--- src/sv/superposition_score_accumulator_defines.svh ---
// assertion macros shared by the score accumulator rtl
`ifndef SUPERPOSITION_SCORE_ACCUMULATOR_DEFINES_SVH
`define SUPERPOSITION_SCORE_ACCUMULATOR_DEFINES_SVH

// consequence must hold in the same cycle as the antecedent
`define SSA_ASSERT_SAME(label, clk, rst_n, ante, cons) \
	label: assert property (@(posedge clk) disable iff (!rst_n) (ante) |-> (cons)) \
		else $error("score accumulator same-cycle check failed");

// consequence must hold in the cycle after the antecedent
`define SSA_ASSERT_NEXT(label, clk, rst_n, ante, cons) \
	label: assert property (@(posedge clk) disable iff (!rst_n) (ante) |=> (cons)) \
		else $error("score accumulator next-cycle check failed");

`endif

--- src/sv/ssa_pkg.sv ---
// types and constants of the score accumulator
`default_nettype none

package ssa_pkg;

	// field widths
	localparam int D0_W       = 29;
	localparam int LEN_W      = 13;
	localparam int CUT_W      = 40;
	localparam int CFG_W      = 40;
	localparam int CFG_IDX_W  = 2;
	localparam int CLS_W      = 2;
	localparam int PD_W       = 50;
	localparam int CNT_W      = 13;
	localparam int RMSD_W     = 24;
	localparam int TM_W       = 17;
	localparam int STAT_W     = 2;

	// accumulator and datapath widths
	localparam int SQ_SUM_W    = 62;
	localparam int TM_SUM_W    = 29;
	localparam int MAG_W       = 33;
	localparam int SQ_MAG_BITS = 31;
	localparam int PROD_W      = 63;
	localparam int D2_W        = 64;
	localparam int DIV_W       = 64;
	localparam int DVD_W       = 62;
	localparam int STEP_W      = 6;
	localparam int SQRT_W      = 63;
	localparam int SQRT_K_W    = 5;
	localparam int ROOT_W      = 32;

	// register indexes
	localparam logic [CFG_IDX_W-1:0] REG_D0_SQ      = 2'd0;
	localparam logic [CFG_IDX_W-1:0] REG_TARGET_LEN = 2'd1;
	localparam logic [CFG_IDX_W-1:0] REG_CUT_CLOSE  = 2'd2;
	localparam logic [CFG_IDX_W-1:0] REG_CUT_NEAR   = 2'd3;

	// register reset values
	localparam logic [D0_W-1:0]  D0_RESET        = 29'd26214400;
	localparam logic [LEN_W-1:0] LEN_RESET       = 13'd100;
	localparam logic [CUT_W-1:0] CUT_CLOSE_RESET = 40'd9437184;
	localparam logic [CUT_W-1:0] CUT_NEAR_RESET  = 40'd26214400;

	// pair classes
	localparam logic [CLS_W-1:0] CLS_CLOSE     = 2'd0;
	localparam logic [CLS_W-1:0] CLS_NEAR      = 2'd1;
	localparam logic [CLS_W-1:0] CLS_FAR       = 2'd2;
	localparam logic [CLS_W-1:0] CLS_UNALIGNED = 2'd3;

	// summary status codes
	localparam logic [STAT_W-1:0] ST_OK       = 2'd0;
	localparam logic [STAT_W-1:0] ST_NO_PAIRS = 2'd1;
	localparam logic [STAT_W-1:0] ST_SHORT    = 2'd2;

	// limits
	localparam logic [LEN_W-1:0]    SHORT_TARGET = 13'd15;
	localparam logic [TM_W-1:0]     TM_ONE       = 17'd65536;
	localparam logic [CNT_W-1:0]    COUNT_MAX    = '1;
	localparam logic [SQ_SUM_W-1:0] SQ_SUM_MAX   = '1;
	localparam logic [TM_SUM_W-1:0] TM_SUM_MAX   = '1;
	localparam logic [PD_W-1:0]     PD_MAX       = '1;
	localparam logic [RMSD_W-1:0]   RMSD_MAX     = '1;
	localparam logic [PROD_W-1:0]   SQ_SAT       = {1'b1, {(PROD_W-1){1'b0}}};

	// divider step counts
	localparam logic [STEP_W-1:0] STEPS_TERM = 6'd17;
	localparam logic [STEP_W-1:0] STEPS_MEAN = 6'd62;
	localparam logic [STEP_W-1:0] STEPS_TM   = 6'd29;

	// root unit first bit pair index
	localparam logic [SQRT_K_W-1:0] SQRT_K_TOP = 5'd31;

	// request to the shared divider
	typedef struct packed {
		logic                start;
		logic [DIV_W-1:0]    rem_init;
		logic [DVD_W-1:0]    dividend;
		logic [DIV_W-1:0]    divisor;
		logic [STEP_W-1:0]   steps;
	} div_req_t;

	// status of an iterative unit
	typedef struct packed {
		logic busy;
		logic done;
	} unit_stat_t;

endpackage

`default_nettype wire

--- src/sv/ssa_if.sv ---
// valid/ready channels of the score accumulator
`default_nettype none

interface ssa_in_if #(parameter int COORD_WIDTH = 24);
	logic                          valid;
	logic                          ready;
	logic signed [COORD_WIDTH-1:0] subj_x;
	logic signed [COORD_WIDTH-1:0] subj_y;
	logic signed [COORD_WIDTH-1:0] subj_z;
	logic signed [COORD_WIDTH-1:0] partner_x;
	logic signed [COORD_WIDTH-1:0] partner_y;
	logic signed [COORD_WIDTH-1:0] partner_z;
	logic                          is_aligned;
	logic                          last_residue;

	modport source (
		output valid, subj_x, subj_y, subj_z, partner_x, partner_y, partner_z,
		output is_aligned, last_residue,
		input  ready
	);
	modport sink (
		input  valid, subj_x, subj_y, subj_z, partner_x, partner_y, partner_z,
		input  is_aligned, last_residue,
		output ready
	);
endinterface

interface ssa_out_if;
	import ssa_pkg::*;
	logic                valid;
	logic                ready;
	logic [CLS_W-1:0]    pair_class;
	logic [PD_W-1:0]     pair_sq_distance;
	logic                is_summary;
	logic [CNT_W-1:0]    aligned_count;
	logic [RMSD_W-1:0]   rmsd_value;
	logic [TM_W-1:0]     tm_value;
	logic [STAT_W-1:0]   score_status;

	modport source (
		output valid, pair_class, pair_sq_distance, is_summary, aligned_count,
		output rmsd_value, tm_value, score_status,
		input  ready
	);
	modport sink (
		input  valid, pair_class, pair_sq_distance, is_summary, aligned_count,
		input  rmsd_value, tm_value, score_status,
		output ready
	);
endinterface

`default_nettype wire

--- src/sv/ssa_div.sv ---
// shared restoring divider, one quotient bit per cycle
`default_nettype none

module ssa_div (
	input  logic                          clk,
	input  logic                          arst_n,
	input  ssa_pkg::div_req_t             req,
	output ssa_pkg::unit_stat_t           stat,
	output logic [ssa_pkg::DVD_W-1:0]     quotient
);
	import ssa_pkg::*;

	logic [DIV_W-1:0]  rem_q;
	logic [DIV_W-1:0]  divisor_q;
	logic [DVD_W-1:0]  dvd_q;
	logic [DVD_W-1:0]  quo_q;
	logic [STEP_W-1:0] steps_q;
	logic              done_q;
	logic [DIV_W:0]    trial;
	logic [DIV_W:0]    diff;
	logic              fits;

	// partial remainder with next dividend bit, trial subtract
	assign trial = {rem_q, dvd_q[DVD_W-1]};
	assign diff  = trial - {1'b0, divisor_q};
	assign fits  = !diff[DIV_W];

	// step counter and completion pulse
	always_ff @(posedge clk or negedge arst_n) begin
		if (!arst_n) begin
			steps_q <= '0;
			done_q  <= 1'b0;
		end else begin
			done_q <= 1'b0;
			if (req.start) begin
				steps_q <= req.steps;
			end else if (steps_q != '0) begin
				steps_q <= steps_q - STEP_W'(1);
				done_q  <= (steps_q == STEP_W'(1));
			end
		end
	end

	// remainder, dividend and quotient shift registers
	always_ff @(posedge clk) begin
		if (req.start) begin
			rem_q     <= req.rem_init;
			dvd_q     <= req.dividend;
			divisor_q <= req.divisor;
			quo_q     <= '0;
		end else if (steps_q != '0) begin
			rem_q <= fits ? diff[DIV_W-1:0] : trial[DIV_W-1:0];
			dvd_q <= {dvd_q[DVD_W-2:0], 1'b0};
			quo_q <= {quo_q[DVD_W-2:0], fits};
		end
	end

	assign stat.busy = (steps_q != '0);
	assign stat.done = done_q;
	assign quotient  = quo_q;

endmodule

`default_nettype wire

--- src/sv/ssa_sqrt.sv ---
// integer square root, one result bit per cycle
`default_nettype none

module ssa_sqrt (
	input  logic                          clk,
	input  logic                          arst_n,
	input  logic                          start,
	input  logic [ssa_pkg::DVD_W-1:0]     value,
	output ssa_pkg::unit_stat_t           stat,
	output logic [ssa_pkg::ROOT_W-1:0]    root
);
	import ssa_pkg::*;

	logic [SQRT_W-1:0]   v_q;
	logic [SQRT_W-1:0]   res_q;
	logic [SQRT_K_W-1:0] k_q;
	logic                run_q;
	logic                done_q;
	logic [SQRT_W-1:0]   bit_v;
	logic [SQRT_W-1:0]   trial;
	logic                ge;

	// current bit pair and trial value
	assign bit_v = SQRT_W'(1) << {k_q, 1'b0};
	assign trial = res_q + bit_v;
	assign ge    = (v_q >= trial);

	// iteration control
	always_ff @(posedge clk or negedge arst_n) begin
		if (!arst_n) begin
			k_q    <= '0;
			run_q  <= 1'b0;
			done_q <= 1'b0;
		end else begin
			done_q <= 1'b0;
			if (start) begin
				k_q   <= SQRT_K_TOP;
				run_q <= 1'b1;
			end else if (run_q) begin
				if (k_q == '0) begin
					run_q  <= 1'b0;
					done_q <= 1'b1;
				end else begin
					k_q <= k_q - SQRT_K_W'(1);
				end
			end
		end
	end

	// remainder and root registers
	always_ff @(posedge clk) begin
		if (start) begin
			v_q   <= {1'b0, value};
			res_q <= '0;
		end else if (run_q) begin
			if (ge) begin
				v_q   <= v_q - trial;
				res_q <= (res_q >> 1) + bit_v;
			end else begin
				res_q <= res_q >> 1;
			end
		end
	end

	assign stat.busy = run_q;
	assign stat.done = done_q;
	assign root      = res_q[ROOT_W-1:0];

endmodule

`default_nettype wire

--- src/sv/superposition_score_accumulator.sv ---
// top level: tm-score and rmsd accumulation over a superposed chain
//
// item channel: one subject residue per word, its partner's superposed
// coordinates, an aligned flag and a last-residue flag. ready is high only
// while the sequencer is idle; one word is worked on at a time.
// result channel: one word per item, held in an output register. the next
// item is taken while that word still waits; a finished item waits in its
// output step until the register is free.
// steps: an unaligned residue that is not last goes straight to its output
// step. an aligned residue goes through the shared squarer, then the shared
// divider for the tm term. the last residue adds the mean on the divider,
// the root and the tm normalization on the divider.
// ready returns the cycle after the word is loaded into the output register.
// configuration: plain write port, indexes 0..3 for d0 squared, target length and
// the two squared cutoffs; the user must write them only while idle, the block does not enforce it.
// reset: registers go to their reset values, accumulators clear, no word
// is pending. accumulators clear again after each summary word.
`default_nettype none
`include "superposition_score_accumulator_defines.svh"

module superposition_score_accumulator #(
	parameter int COORD_WIDTH = 24
) (
	input  logic                              clk,
	input  logic                              arst_n,
	input  logic                              cfg_we,
	input  logic [ssa_pkg::CFG_IDX_W-1:0]     cfg_index,
	input  logic [ssa_pkg::CFG_W-1:0]         cfg_data,
	ssa_in_if.sink                            item,
	ssa_out_if.source                         result
);
	import ssa_pkg::*;

	localparam int DIFF_W = COORD_WIDTH + 1;

	typedef enum logic [10:0] {
		S_IDLE    = 11'b000_0000_0001,
		S_SQ      = 11'b000_0000_0010,
		S_TERM_GO = 11'b000_0000_0100,
		S_TERM_W  = 11'b000_0000_1000,
		S_MEAN_GO = 11'b000_0001_0000,
		S_MEAN_W  = 11'b000_0010_0000,
		S_ROOT_GO = 11'b000_0100_0000,
		S_ROOT_W  = 11'b000_1000_0000,
		S_TM_GO   = 11'b001_0000_0000,
		S_TM_W    = 11'b010_0000_0000,
		S_OUT     = 11'b100_0000_0000
	} state_t;

	state_t state_q;

	// configuration registers
	logic [D0_W-1:0]  d0_q;
	logic [LEN_W-1:0] len_q;
	logic [CUT_W-1:0] cut_close_q;
	logic [CUT_W-1:0] cut_near_q;

	// accumulators
	logic [SQ_SUM_W-1:0] sq_sum_q;
	logic [CNT_W-1:0]    cnt_q;
	logic [TM_SUM_W-1:0] tm_sum_q;

	// per item registers
	logic                     last_q;
	logic [1:0]               sq_idx_q;
	logic signed [DIFF_W-1:0] dx_q;
	logic signed [DIFF_W-1:0] dy_q;
	logic signed [DIFF_W-1:0] dz_q;
	logic [PROD_W-1:0]        prod_q;
	logic [D2_W-1:0]          d2_q;
	logic [CLS_W-1:0]         cls_q;
	logic [PD_W-1:0]          pd_q;
	logic [RMSD_W-1:0]        rms_q;
	logic [TM_W-1:0]          tm_q;

	// output register
	logic                res_valid_q;
	logic [CLS_W-1:0]    res_cls_q;
	logic [PD_W-1:0]     res_pd_q;
	logic                res_sum_q;
	logic [CNT_W-1:0]    res_cnt_q;
	logic [RMSD_W-1:0]   res_rms_q;
	logic [TM_W-1:0]     res_tm_q;
	logic [STAT_W-1:0]   res_stat_q;

	// combinational datapath
	logic signed [DIFF_W-1:0]   dsel;
	logic [DIFF_W-1:0]          mag;
	logic [MAG_W-1:0]           mag_ext;
	logic                       sq_sat;
	logic [SQ_MAG_BITS-1:0]     mag_lo;
	logic [2*SQ_MAG_BITS-1:0]   sq_raw;
	logic [PROD_W-1:0]          sq_val;
	logic [CUT_W-1:0]           cut_lo;
	logic [CUT_W-1:0]           cut_hi;
	logic [D0_W-1:0]            d0_eff;
	logic [D2_W-1:0]            sq_sum_add;
	logic [TM_SUM_W:0]          tm_add;
	logic                       short_target;
	logic                       out_load;
	logic [CLS_W-1:0]           cls_next;
	logic [STAT_W-1:0]          stat_next;
	logic                       acc_zero;
	logic                       plain_totals_zero;

	div_req_t            div_req;
	unit_stat_t          div_stat;
	logic [DVD_W-1:0]    div_quo;
	logic                sqrt_start;
	unit_stat_t          sqrt_stat;
	logic [ROOT_W-1:0]   sqrt_root;

	// component select and magnitude
	always_comb begin
		case (sq_idx_q)
			2'd0:    dsel = dx_q;
			2'd1:    dsel = dy_q;
			default: dsel = dz_q;
		endcase
	end

	assign mag     = dsel[DIFF_W-1] ? DIFF_W'(-dsel) : DIFF_W'(dsel);
	assign mag_ext = MAG_W'(mag);
	assign sq_sat  = |mag_ext[MAG_W-1:SQ_MAG_BITS];
	assign mag_lo  = mag_ext[SQ_MAG_BITS-1:0];
	assign sq_raw  = {{SQ_MAG_BITS{1'b0}}, mag_lo} * {{SQ_MAG_BITS{1'b0}}, mag_lo};
	assign sq_val  = sq_sat ? SQ_SAT : PROD_W'(sq_raw);

	// cutoff ordering and classification
	assign cut_lo   = (cut_close_q > cut_near_q) ? cut_near_q : cut_close_q;
	assign cut_hi   = (cut_close_q > cut_near_q) ? cut_close_q : cut_near_q;
	assign cls_next = (d2_q < D2_W'(cut_lo)) ? CLS_CLOSE :
	                  (d2_q < D2_W'(cut_hi)) ? CLS_NEAR : CLS_FAR;

	// saturating accumulator sums
	assign d0_eff       = (d0_q == '0) ? D0_W'(1) : d0_q;
	assign sq_sum_add   = D2_W'(sq_sum_q) + d2_q;
	assign tm_add       = {1'b0, tm_sum_q} + (TM_SUM_W+1)'(div_quo[TM_W-1:0]);
	assign short_target = (len_q < SHORT_TARGET);

	// summary status
	assign stat_next = (cnt_q == '0) ? ST_NO_PAIRS :
	                   short_target  ? ST_SHORT : ST_OK;

	assign out_load = (state_q == S_OUT) && (!res_valid_q || result.ready);

	// divider requests per step
	always_comb begin
		div_req = '0;
		case (state_q)
			S_TERM_GO: begin
				div_req.start    = 1'b1;
				div_req.rem_init = DIV_W'(d0_eff >> 1);
				div_req.dividend = {d0_eff[0], {(DVD_W-1){1'b0}}};
				div_req.divisor  = DIV_W'(d0_eff) + d2_q;
				div_req.steps    = STEPS_TERM;
			end
			S_MEAN_GO: begin
				div_req.start    = (cnt_q != '0);
				div_req.dividend = sq_sum_q;
				div_req.divisor  = DIV_W'(cnt_q);
				div_req.steps    = STEPS_MEAN;
			end
			S_TM_GO: begin
				div_req.start    = !short_target;
				div_req.dividend = {tm_sum_q, {(DVD_W-TM_SUM_W){1'b0}}};
				div_req.divisor  = DIV_W'(len_q);
				div_req.steps    = STEPS_TM;
			end
			default: begin
			end
		endcase
	end

	assign sqrt_start = (state_q == S_ROOT_GO);

	ssa_div u_div (
		.clk      (clk),
		.arst_n   (arst_n),
		.req      (div_req),
		.stat     (div_stat),
		.quotient (div_quo)
	);

	ssa_sqrt u_sqrt (
		.clk    (clk),
		.arst_n (arst_n),
		.start  (sqrt_start),
		.value  (div_quo),
		.stat   (sqrt_stat),
		.root   (sqrt_root)
	);

	// sequencer, configuration and accumulators
	always_ff @(posedge clk or negedge arst_n) begin
		if (!arst_n) begin
			state_q     <= S_IDLE;
			d0_q        <= D0_RESET;
			len_q       <= LEN_RESET;
			cut_close_q <= CUT_CLOSE_RESET;
			cut_near_q  <= CUT_NEAR_RESET;
			sq_sum_q    <= '0;
			cnt_q       <= '0;
			tm_sum_q    <= '0;
			last_q      <= 1'b0;
			sq_idx_q    <= '0;
			res_valid_q <= 1'b0;
		end else begin
			if (cfg_we) begin
				case (cfg_index)
					REG_D0_SQ:      d0_q        <= cfg_data[D0_W-1:0];
					REG_TARGET_LEN: len_q       <= cfg_data[LEN_W-1:0];
					REG_CUT_CLOSE:  cut_close_q <= cfg_data[CUT_W-1:0];
					REG_CUT_NEAR:   cut_near_q  <= cfg_data[CUT_W-1:0];
					default: begin
					end
				endcase
			end

			if (out_load) begin
				res_valid_q <= 1'b1;
			end else if (result.ready) begin
				res_valid_q <= 1'b0;
			end

			case (state_q)
				S_IDLE: begin
					if (item.valid) begin
						last_q   <= item.last_residue;
						sq_idx_q <= '0;
						if (item.is_aligned) begin
							state_q <= S_SQ;
						end else if (item.last_residue) begin
							state_q <= S_MEAN_GO;
						end else begin
							state_q <= S_OUT;
						end
					end
				end
				S_SQ: begin
					sq_idx_q <= sq_idx_q + 2'd1;
					if (sq_idx_q == 2'd3) begin
						state_q <= S_TERM_GO;
					end
				end
				S_TERM_GO: begin
					sq_sum_q <= (sq_sum_add[D2_W-1:SQ_SUM_W] != '0) ? SQ_SUM_MAX
					            : sq_sum_add[SQ_SUM_W-1:0];
					state_q  <= S_TERM_W;
				end
				S_TERM_W: begin
					if (div_stat.done) begin
						tm_sum_q <= tm_add[TM_SUM_W] ? TM_SUM_MAX : tm_add[TM_SUM_W-1:0];
						if (cnt_q != COUNT_MAX) begin
							cnt_q <= cnt_q + CNT_W'(1);
						end
						state_q <= last_q ? S_MEAN_GO : S_OUT;
					end
				end
				S_MEAN_GO: begin
					state_q <= (cnt_q != '0) ? S_MEAN_W : S_TM_GO;
				end
				S_MEAN_W: begin
					if (div_stat.done) begin
						state_q <= S_ROOT_GO;
					end
				end
				S_ROOT_GO: begin
					state_q <= S_ROOT_W;
				end
				S_ROOT_W: begin
					if (sqrt_stat.done) begin
						state_q <= S_TM_GO;
					end
				end
				S_TM_GO: begin
					state_q <= short_target ? S_OUT : S_TM_W;
				end
				S_TM_W: begin
					if (div_stat.done) begin
						state_q <= S_OUT;
					end
				end
				S_OUT: begin
					if (out_load) begin
						if (last_q) begin
							sq_sum_q <= '0;
							cnt_q    <= '0;
							tm_sum_q <= '0;
						end
						state_q <= S_IDLE;
					end
				end
				default: begin
					state_q <= S_IDLE;
				end
			endcase
		end
	end

	// per item datapath registers
	always_ff @(posedge clk) begin
		if ((state_q == S_IDLE) && item.valid) begin
			dx_q  <= DIFF_W'(item.subj_x) - DIFF_W'(item.partner_x);
			dy_q  <= DIFF_W'(item.subj_y) - DIFF_W'(item.partner_y);
			dz_q  <= DIFF_W'(item.subj_z) - DIFF_W'(item.partner_z);
			d2_q  <= '0;
			cls_q <= CLS_UNALIGNED;
			pd_q  <= '0;
			rms_q <= '0;
			tm_q  <= '0;
		end

		// squarer feeds the adder in the next cycle, through prod_q
		if (state_q == S_SQ) begin
			if (sq_idx_q != 2'd3) begin
				prod_q <= sq_val;
			end
			if (sq_idx_q != 2'd0) begin
				d2_q <= d2_q + D2_W'(prod_q);
			end
		end

		if (state_q == S_TERM_GO) begin
			cls_q <= cls_next;
			pd_q  <= (d2_q > D2_W'(PD_MAX)) ? PD_MAX : d2_q[PD_W-1:0];
		end

		if ((state_q == S_ROOT_W) && sqrt_stat.done) begin
			rms_q <= (sqrt_root > ROOT_W'(RMSD_MAX)) ? RMSD_MAX : sqrt_root[RMSD_W-1:0];
		end

		if ((state_q == S_TM_W) && div_stat.done) begin
			tm_q <= (div_quo > DVD_W'(TM_ONE)) ? TM_ONE : div_quo[TM_W-1:0];
		end

		// output word
		if (out_load) begin
			res_cls_q  <= cls_q;
			res_pd_q   <= pd_q;
			res_sum_q  <= last_q;
			res_cnt_q  <= last_q ? cnt_q : '0;
			res_rms_q  <= rms_q;
			res_tm_q   <= tm_q;
			res_stat_q <= last_q ? stat_next : ST_OK;
		end
	end

	assign item.ready = (state_q == S_IDLE);

	assign result.valid            = res_valid_q;
	assign result.pair_class       = res_cls_q;
	assign result.pair_sq_distance = res_pd_q;
	assign result.is_summary       = res_sum_q;
	assign result.aligned_count    = res_cnt_q;
	assign result.rmsd_value       = res_rms_q;
	assign result.tm_value         = res_tm_q;
	assign result.score_status     = res_stat_q;

	// terms for the checks
	assign acc_zero          = (cnt_q == '0) && (sq_sum_q == '0) && (tm_sum_q == '0);
	assign plain_totals_zero = (result.aligned_count == '0) && (result.score_status == ST_OK);

	// checks
	`SSA_ASSERT_NEXT(a_busy_after_accept, clk, arst_n, item.valid && item.ready, !item.ready)
	`SSA_ASSERT_SAME(a_div_start_free, clk, arst_n, div_req.start, !div_stat.busy)
	`SSA_ASSERT_NEXT(a_clear_after_summary, clk, arst_n, out_load && last_q, acc_zero)
	`SSA_ASSERT_SAME(a_tm_bound, clk, arst_n, result.valid, result.tm_value <= TM_ONE)
	`SSA_ASSERT_SAME(a_plain_word_totals, clk, arst_n, result.valid && !result.is_summary, plain_totals_zero)

endmodule

`default_nettype wire

--- src/flat_wrapper.sv ---
// flat-port wrapper written by rule: the top's interface ports become plain ports
module superposition_score_accumulator_flat import ssa_pkg::*;
#(
	parameter int COORD_WIDTH = 24
)
  (clk, arst_n, cfg_we, cfg_index, cfg_data, item_valid, item_subj_x, item_subj_y, item_subj_z, item_partner_x, item_partner_y, item_partner_z, item_is_aligned, item_last_residue, item_ready, result_valid, result_pair_class, result_pair_sq_distance, result_is_summary, result_aligned_count, result_rmsd_value, result_tm_value, result_score_status, result_ready);
  ssa_in_if #(.COORD_WIDTH(COORD_WIDTH)) item_i ();
  ssa_out_if result_i ();
  input  logic clk;
  input  logic arst_n;
  input  logic cfg_we;
  input  logic [ssa_pkg::CFG_IDX_W-1:0] cfg_index;
  input  logic [ssa_pkg::CFG_W-1:0] cfg_data;
  input wire logic [$bits(item_i.valid)-1:0] item_valid;
  input wire logic [$bits(item_i.subj_x)-1:0] item_subj_x;
  input wire logic [$bits(item_i.subj_y)-1:0] item_subj_y;
  input wire logic [$bits(item_i.subj_z)-1:0] item_subj_z;
  input wire logic [$bits(item_i.partner_x)-1:0] item_partner_x;
  input wire logic [$bits(item_i.partner_y)-1:0] item_partner_y;
  input wire logic [$bits(item_i.partner_z)-1:0] item_partner_z;
  input wire logic [$bits(item_i.is_aligned)-1:0] item_is_aligned;
  input wire logic [$bits(item_i.last_residue)-1:0] item_last_residue;
  output wire logic [$bits(item_i.ready)-1:0] item_ready;
  output wire logic [$bits(result_i.valid)-1:0] result_valid;
  output wire logic [$bits(result_i.pair_class)-1:0] result_pair_class;
  output wire logic [$bits(result_i.pair_sq_distance)-1:0] result_pair_sq_distance;
  output wire logic [$bits(result_i.is_summary)-1:0] result_is_summary;
  output wire logic [$bits(result_i.aligned_count)-1:0] result_aligned_count;
  output wire logic [$bits(result_i.rmsd_value)-1:0] result_rmsd_value;
  output wire logic [$bits(result_i.tm_value)-1:0] result_tm_value;
  output wire logic [$bits(result_i.score_status)-1:0] result_score_status;
  input wire logic [$bits(result_i.ready)-1:0] result_ready;
  assign item_i.valid = item_valid;
  assign item_i.subj_x = item_subj_x;
  assign item_i.subj_y = item_subj_y;
  assign item_i.subj_z = item_subj_z;
  assign item_i.partner_x = item_partner_x;
  assign item_i.partner_y = item_partner_y;
  assign item_i.partner_z = item_partner_z;
  assign item_i.is_aligned = item_is_aligned;
  assign item_i.last_residue = item_last_residue;
  assign item_ready = item_i.ready;
  assign result_valid = result_i.valid;
  assign result_pair_class = result_i.pair_class;
  assign result_pair_sq_distance = result_i.pair_sq_distance;
  assign result_is_summary = result_i.is_summary;
  assign result_aligned_count = result_i.aligned_count;
  assign result_rmsd_value = result_i.rmsd_value;
  assign result_tm_value = result_i.tm_value;
  assign result_score_status = result_i.score_status;
  assign result_i.ready = result_ready;
  superposition_score_accumulator #(.COORD_WIDTH(COORD_WIDTH)) u_core (.clk(clk), .arst_n(arst_n), .cfg_we(cfg_we), .cfg_index(cfg_index), .cfg_data(cfg_data), .item(item_i), .result(result_i));
endmodule
--- config.mk ---
export PLATFORM = sky130hd
export DESIGN_NAME = superposition_score_accumulator_flat
export DESIGN_NICKNAME = d
export VERILOG_FILES = /design/src/sv/ssa_pkg.sv /design/src/sv/ssa_if.sv /design/src/sv/ssa_div.sv /design/src/sv/ssa_sqrt.sv /design/src/sv/superposition_score_accumulator.sv /design/src/flat_wrapper.sv
export VERILOG_INCLUDE_DIRS = /design/src /design/src/sv
export SDC_FILE = /design/constraint.sdc
export NUM_CORES = 2
export LEC_CHECK = 0
export BUFFER_PORTS_ARGS = -buffer_cell sky130_fd_sc_hd__buf_4
export CORE_MARGIN = 4
export CORE_UTILIZATION = 41
export DETAILED_ROUTE_END_ITERATION = 7
export PLACE_DENSITY_LB_ADDON = 0.05
export SKIP_CTS_REPAIR_TIMING = 1
export SYNTH_ARGS = -nofsm -noshare
export SYNTH_HDL_FRONTEND = slang
export SYNTH_SLANG_ARGS = --single-unit
--- constraint.sdc ---
create_clock -name clk -period 15.7 [get_ports clk]
set_input_delay 3.14 -clock clk [delete_from_list [all_inputs] [get_ports clk]]
set_output_delay 3.14 -clock clk [all_outputs]
set_load 0.005 [all_outputs]
==> results.tsv <==
metric	value	unit
status	complete, no violations	
vias per cell	5.509	
chip width	460.5	um
routed wl met2	121.2	mm
Hold WC Path Type	reg2reg	
Final #Nets	10590	
register area	27560	um^2
final wirelength	257.1	mm
highest clock rate	86.16	MHz
final cycle utilization of the critical path	73.92	%
CP peak stage delay	0.61	ns
Worst-Skew Late Latency	0.79	ns
DR vias	65930	
core area	202900	um^2
I/O Buffers	303	
die area	212100	um^2
Post-synth EDFFs	578	
first-pass GRT wire length	398.5	mm
DRT iter0 DRCs	4500	
Num CTS Buffers	130	
Syn. warnings	0	
final setup fails	0	
count of cell types in the netlist	105	
share of layout cells above drive strength 1	9.415	%
Hold Vio Cnt, Final	0	
unrepaired setup endpoints after global routing	no	
Syn-to-layout area delta	11.33	%
H-tree Lvls	4	
top cell type's share of synthesized area	20.67	%
antenna violations before repair	6	
Top Ports	304	
most frequent cells in the layout	inv_1, nor2_1, nand2_1	
Die H	460.5	um
cell taking the most area after synthesis	edfxtp_1	
Max Root-Sink Buffers	3	
setup tns final	0	ns
Total Routing Usage GR	24.07	%
vias in the first global route	66850	
Post-synth top flop	edfxtp_1	
Syn Inst Count	8996	
Crit. End Element	flip-flop	
Critical Path AT	12.14	ns
uppermost layer routed	met4	
DP HPWL	196.8	mm
Site Rows	165	
commonest non-fill, non-tap cell in the layout	inv_1	
Worst EP required	16.24	ns
DRT Pass-1 Iters	6	
Tightest Pin Transition	1.077	ns
Initial Util	41.37	%
synthesis-stage register bit count	1023	
per-cell routed wire length	21.49	um
largest net degree at the start of global routing	96	
sequential fraction of the synthesis area	32.82	%
Slew headroom	27.90	%
asr flop ratio synth	24.93	%
WL met3	11.90	mm
CTS tree	yes	
Antenna Nets Post-Route	0	
Buf/Inv on CP	7	
Max Cap Violations	0	
slowest CP cell	ha_1	
synth top area cells	edfxtp_1, fa_1, ha_1	
root buf cell	clkbuf_16	
Slew Viols, Final	0	
number of remaining DRC errors	0	
Synth Cell Area	83960	um^2
CP most frequent cell	fa_1	
Worst Setup Path Type	reg2reg	
fin crit period	11.61	ns
synthesized area per cell	9.333	um^2
grt total ovfl	0	
multi-input logic area	51400	um^2
fillers	19440	
GPL Wtd Cong	0.8850	
M1 WL	116.2	mm
CTS clk-pin slew, worst paths	0.06	ns
crit path max fanout	25	
crit-path leading delay family	adder cells	
CP startpoint kind	flip-flop	
clk sink count	1023	
Clock Skew	0.04879	ns
worst register-to-register path: cells and delay by family (launching register included):
kind                     cells  cell delay, ns
adder cells (fa/ha/maj)      9            4.74
AND/OR/NAND/NOR              8            1.83
XOR/XNOR                     2            0.33
buffers and inverters        7            1.35
flip-flops                   1            0.42
AO/OA/AOI/OAI               14            2.69
worst paths after layout:
path | startpoint | endpoint | slack (ns) | cells after the start
worst min-delay path | u_core.tm_q[0]$_SDFFCE_PN0P_ | u_core.result.tm_value[0]$_DFFE_PP_ | 0.41 | 0
worst max register to register | u_core.sq_idx_q[0]$_DFFE_PN0P_ | u_core.prod_q[48]$_DFFE_PP_ | 4.09 | 40
min in group asynchronous | arst_n | u_core.cut_near_q[15]$_DFFE_PN0P_ | 2.39 | 1
worst max-delay path | u_core.sq_idx_q[0]$_DFFE_PN0P_ | u_core.prod_q[48]$_DFFE_PP_ | 4.09 | 40
max in group asynchronous | arst_n | u_core.u_sqrt.run_q$_DFF_PN0_ | 10.79 | 4
worst min register to register | u_core.tm_q[0]$_SDFFCE_PN0P_ | u_core.result.tm_value[0]$_DFFE_PP_ | 0.41 | 0
cell families after synthesis:
group | share of synthesized area (%)
buffers and inverters | 6.233
multiplexers | 2.965
other | 0.008944
adder cells (fa/ha/maj) | 22.46
XOR/XNOR | 5.532
flip-flops | 32.82
AND/OR/NAND/NOR | 13.63
AO/OA/AOI/OAI | 16.35
cell type report:
| type | count | area share (%) |
|---|---|---|
| Multi-Input combinational cell | 6622 | 54.99 |
| Inverter | 996 | 4.006 |
| Antenna cell | 1 | 0.002677 |
| Clock buffer | 166 | 3.779 |
| Clock inverter | 76 | 0.8459 |
| Tap cell | 2672 | 3.576 |
| Sequential cell | 1023 | 29.48 |
| Timing Repair Buffer | 411 | 3.322 |
per-layer routing:
metal | track usage [%] | up-vias
met2 | 40.44 | 1601
met5 | 0 | -
met3 | 2.991 | 332
met4 | 7.042 | 0
li1 | - | 31680
met1 | 32.52 | 32320
state kept, by name (all words and copies together) (netlist names), 40 cells and up:
| register | flops |
|---|---|
| u_core.u_div.quotient | 62 |
| u_core.u_div.rem_q | 64 |
| u_core.cut_close_q | 40 |
| u_core.u_sqrt.res_q | 63 |
| u_core.cut_near_q | 40 |
| u_core.result.pair_sq_distance | 50 |
| u_core.d2_q | 64 |
| u_core.u_div.divisor_q | 64 |
| u_core.sq_sum_q | 62 |
| u_core.pd_q | 50 |
| u_core.u_div.dvd_q | 62 |
| u_core.u_sqrt.v_q | 63 |
| u_core.prod_q | 49 |
through the flow:
stage / instances / util [%] / setup WS [ns] / cell area [um^2] / hold WS, ns
after global placement: 11720 / 43.93 / 4.262 / 89150 / 0.4022
final: 11970 / 46.06 / 4.094 / 93480 / 0.4054
after CTS: 11970 / 46.06 / 4.069 / 93480 / 0.4088
after global routing: 11970 / 46.06 / 3.353 / 93480 / 0.4157
after detailed placement: 11720 / 43.93 / 4.037 / 89150 / 0.4045
after floorplan: 9013 / - / 5.558 / 84030 / 0.4003
Yosys cell counts (all sizes together), types with 19 or more instances:
| cell | n |
|---|---|
| nand2b | 69 |
| and3 | 67 |
| a21oi | 580 |
| ha | 731 |
| nand3 | 147 |
| a221o | 64 |
| xnor2 | 288 |
| dfrtp | 243 |
| edfxtp | 578 |
| buf | 65 |
| a222oi | 29 |
| o21bai | 69 |
| o21ai | 557 |
| a21o | 250 |
| nor2b | 121 |
| a22o | 40 |
| nand4 | 111 |
| or2 | 31 |
| nor2 | 820 |
| clkbuf | 307 |
| and2 | 72 |
| a211oi | 73 |
| dfxtp | 190 |
| nor3 | 97 |
| a221oi | 21 |
| or3 | 42 |
| o31ai | 46 |
| mux2i | 107 |
| nand3b | 21 |
| inv | 994 |
| fa | 485 |
| a21boi | 22 |
| nand2 | 782 |
| o211ai | 20 |
| a31o | 19 |
| o21a | 85 |
| nor4 | 53 |
| and4 | 19 |
| a31oi | 105 |
| xor2 | 238 |
| mux2 | 126 |
Power is left out: the tool's default activity adds up to more than one toggle a clock period on the data nets, which glitch-free logic cannot reach.
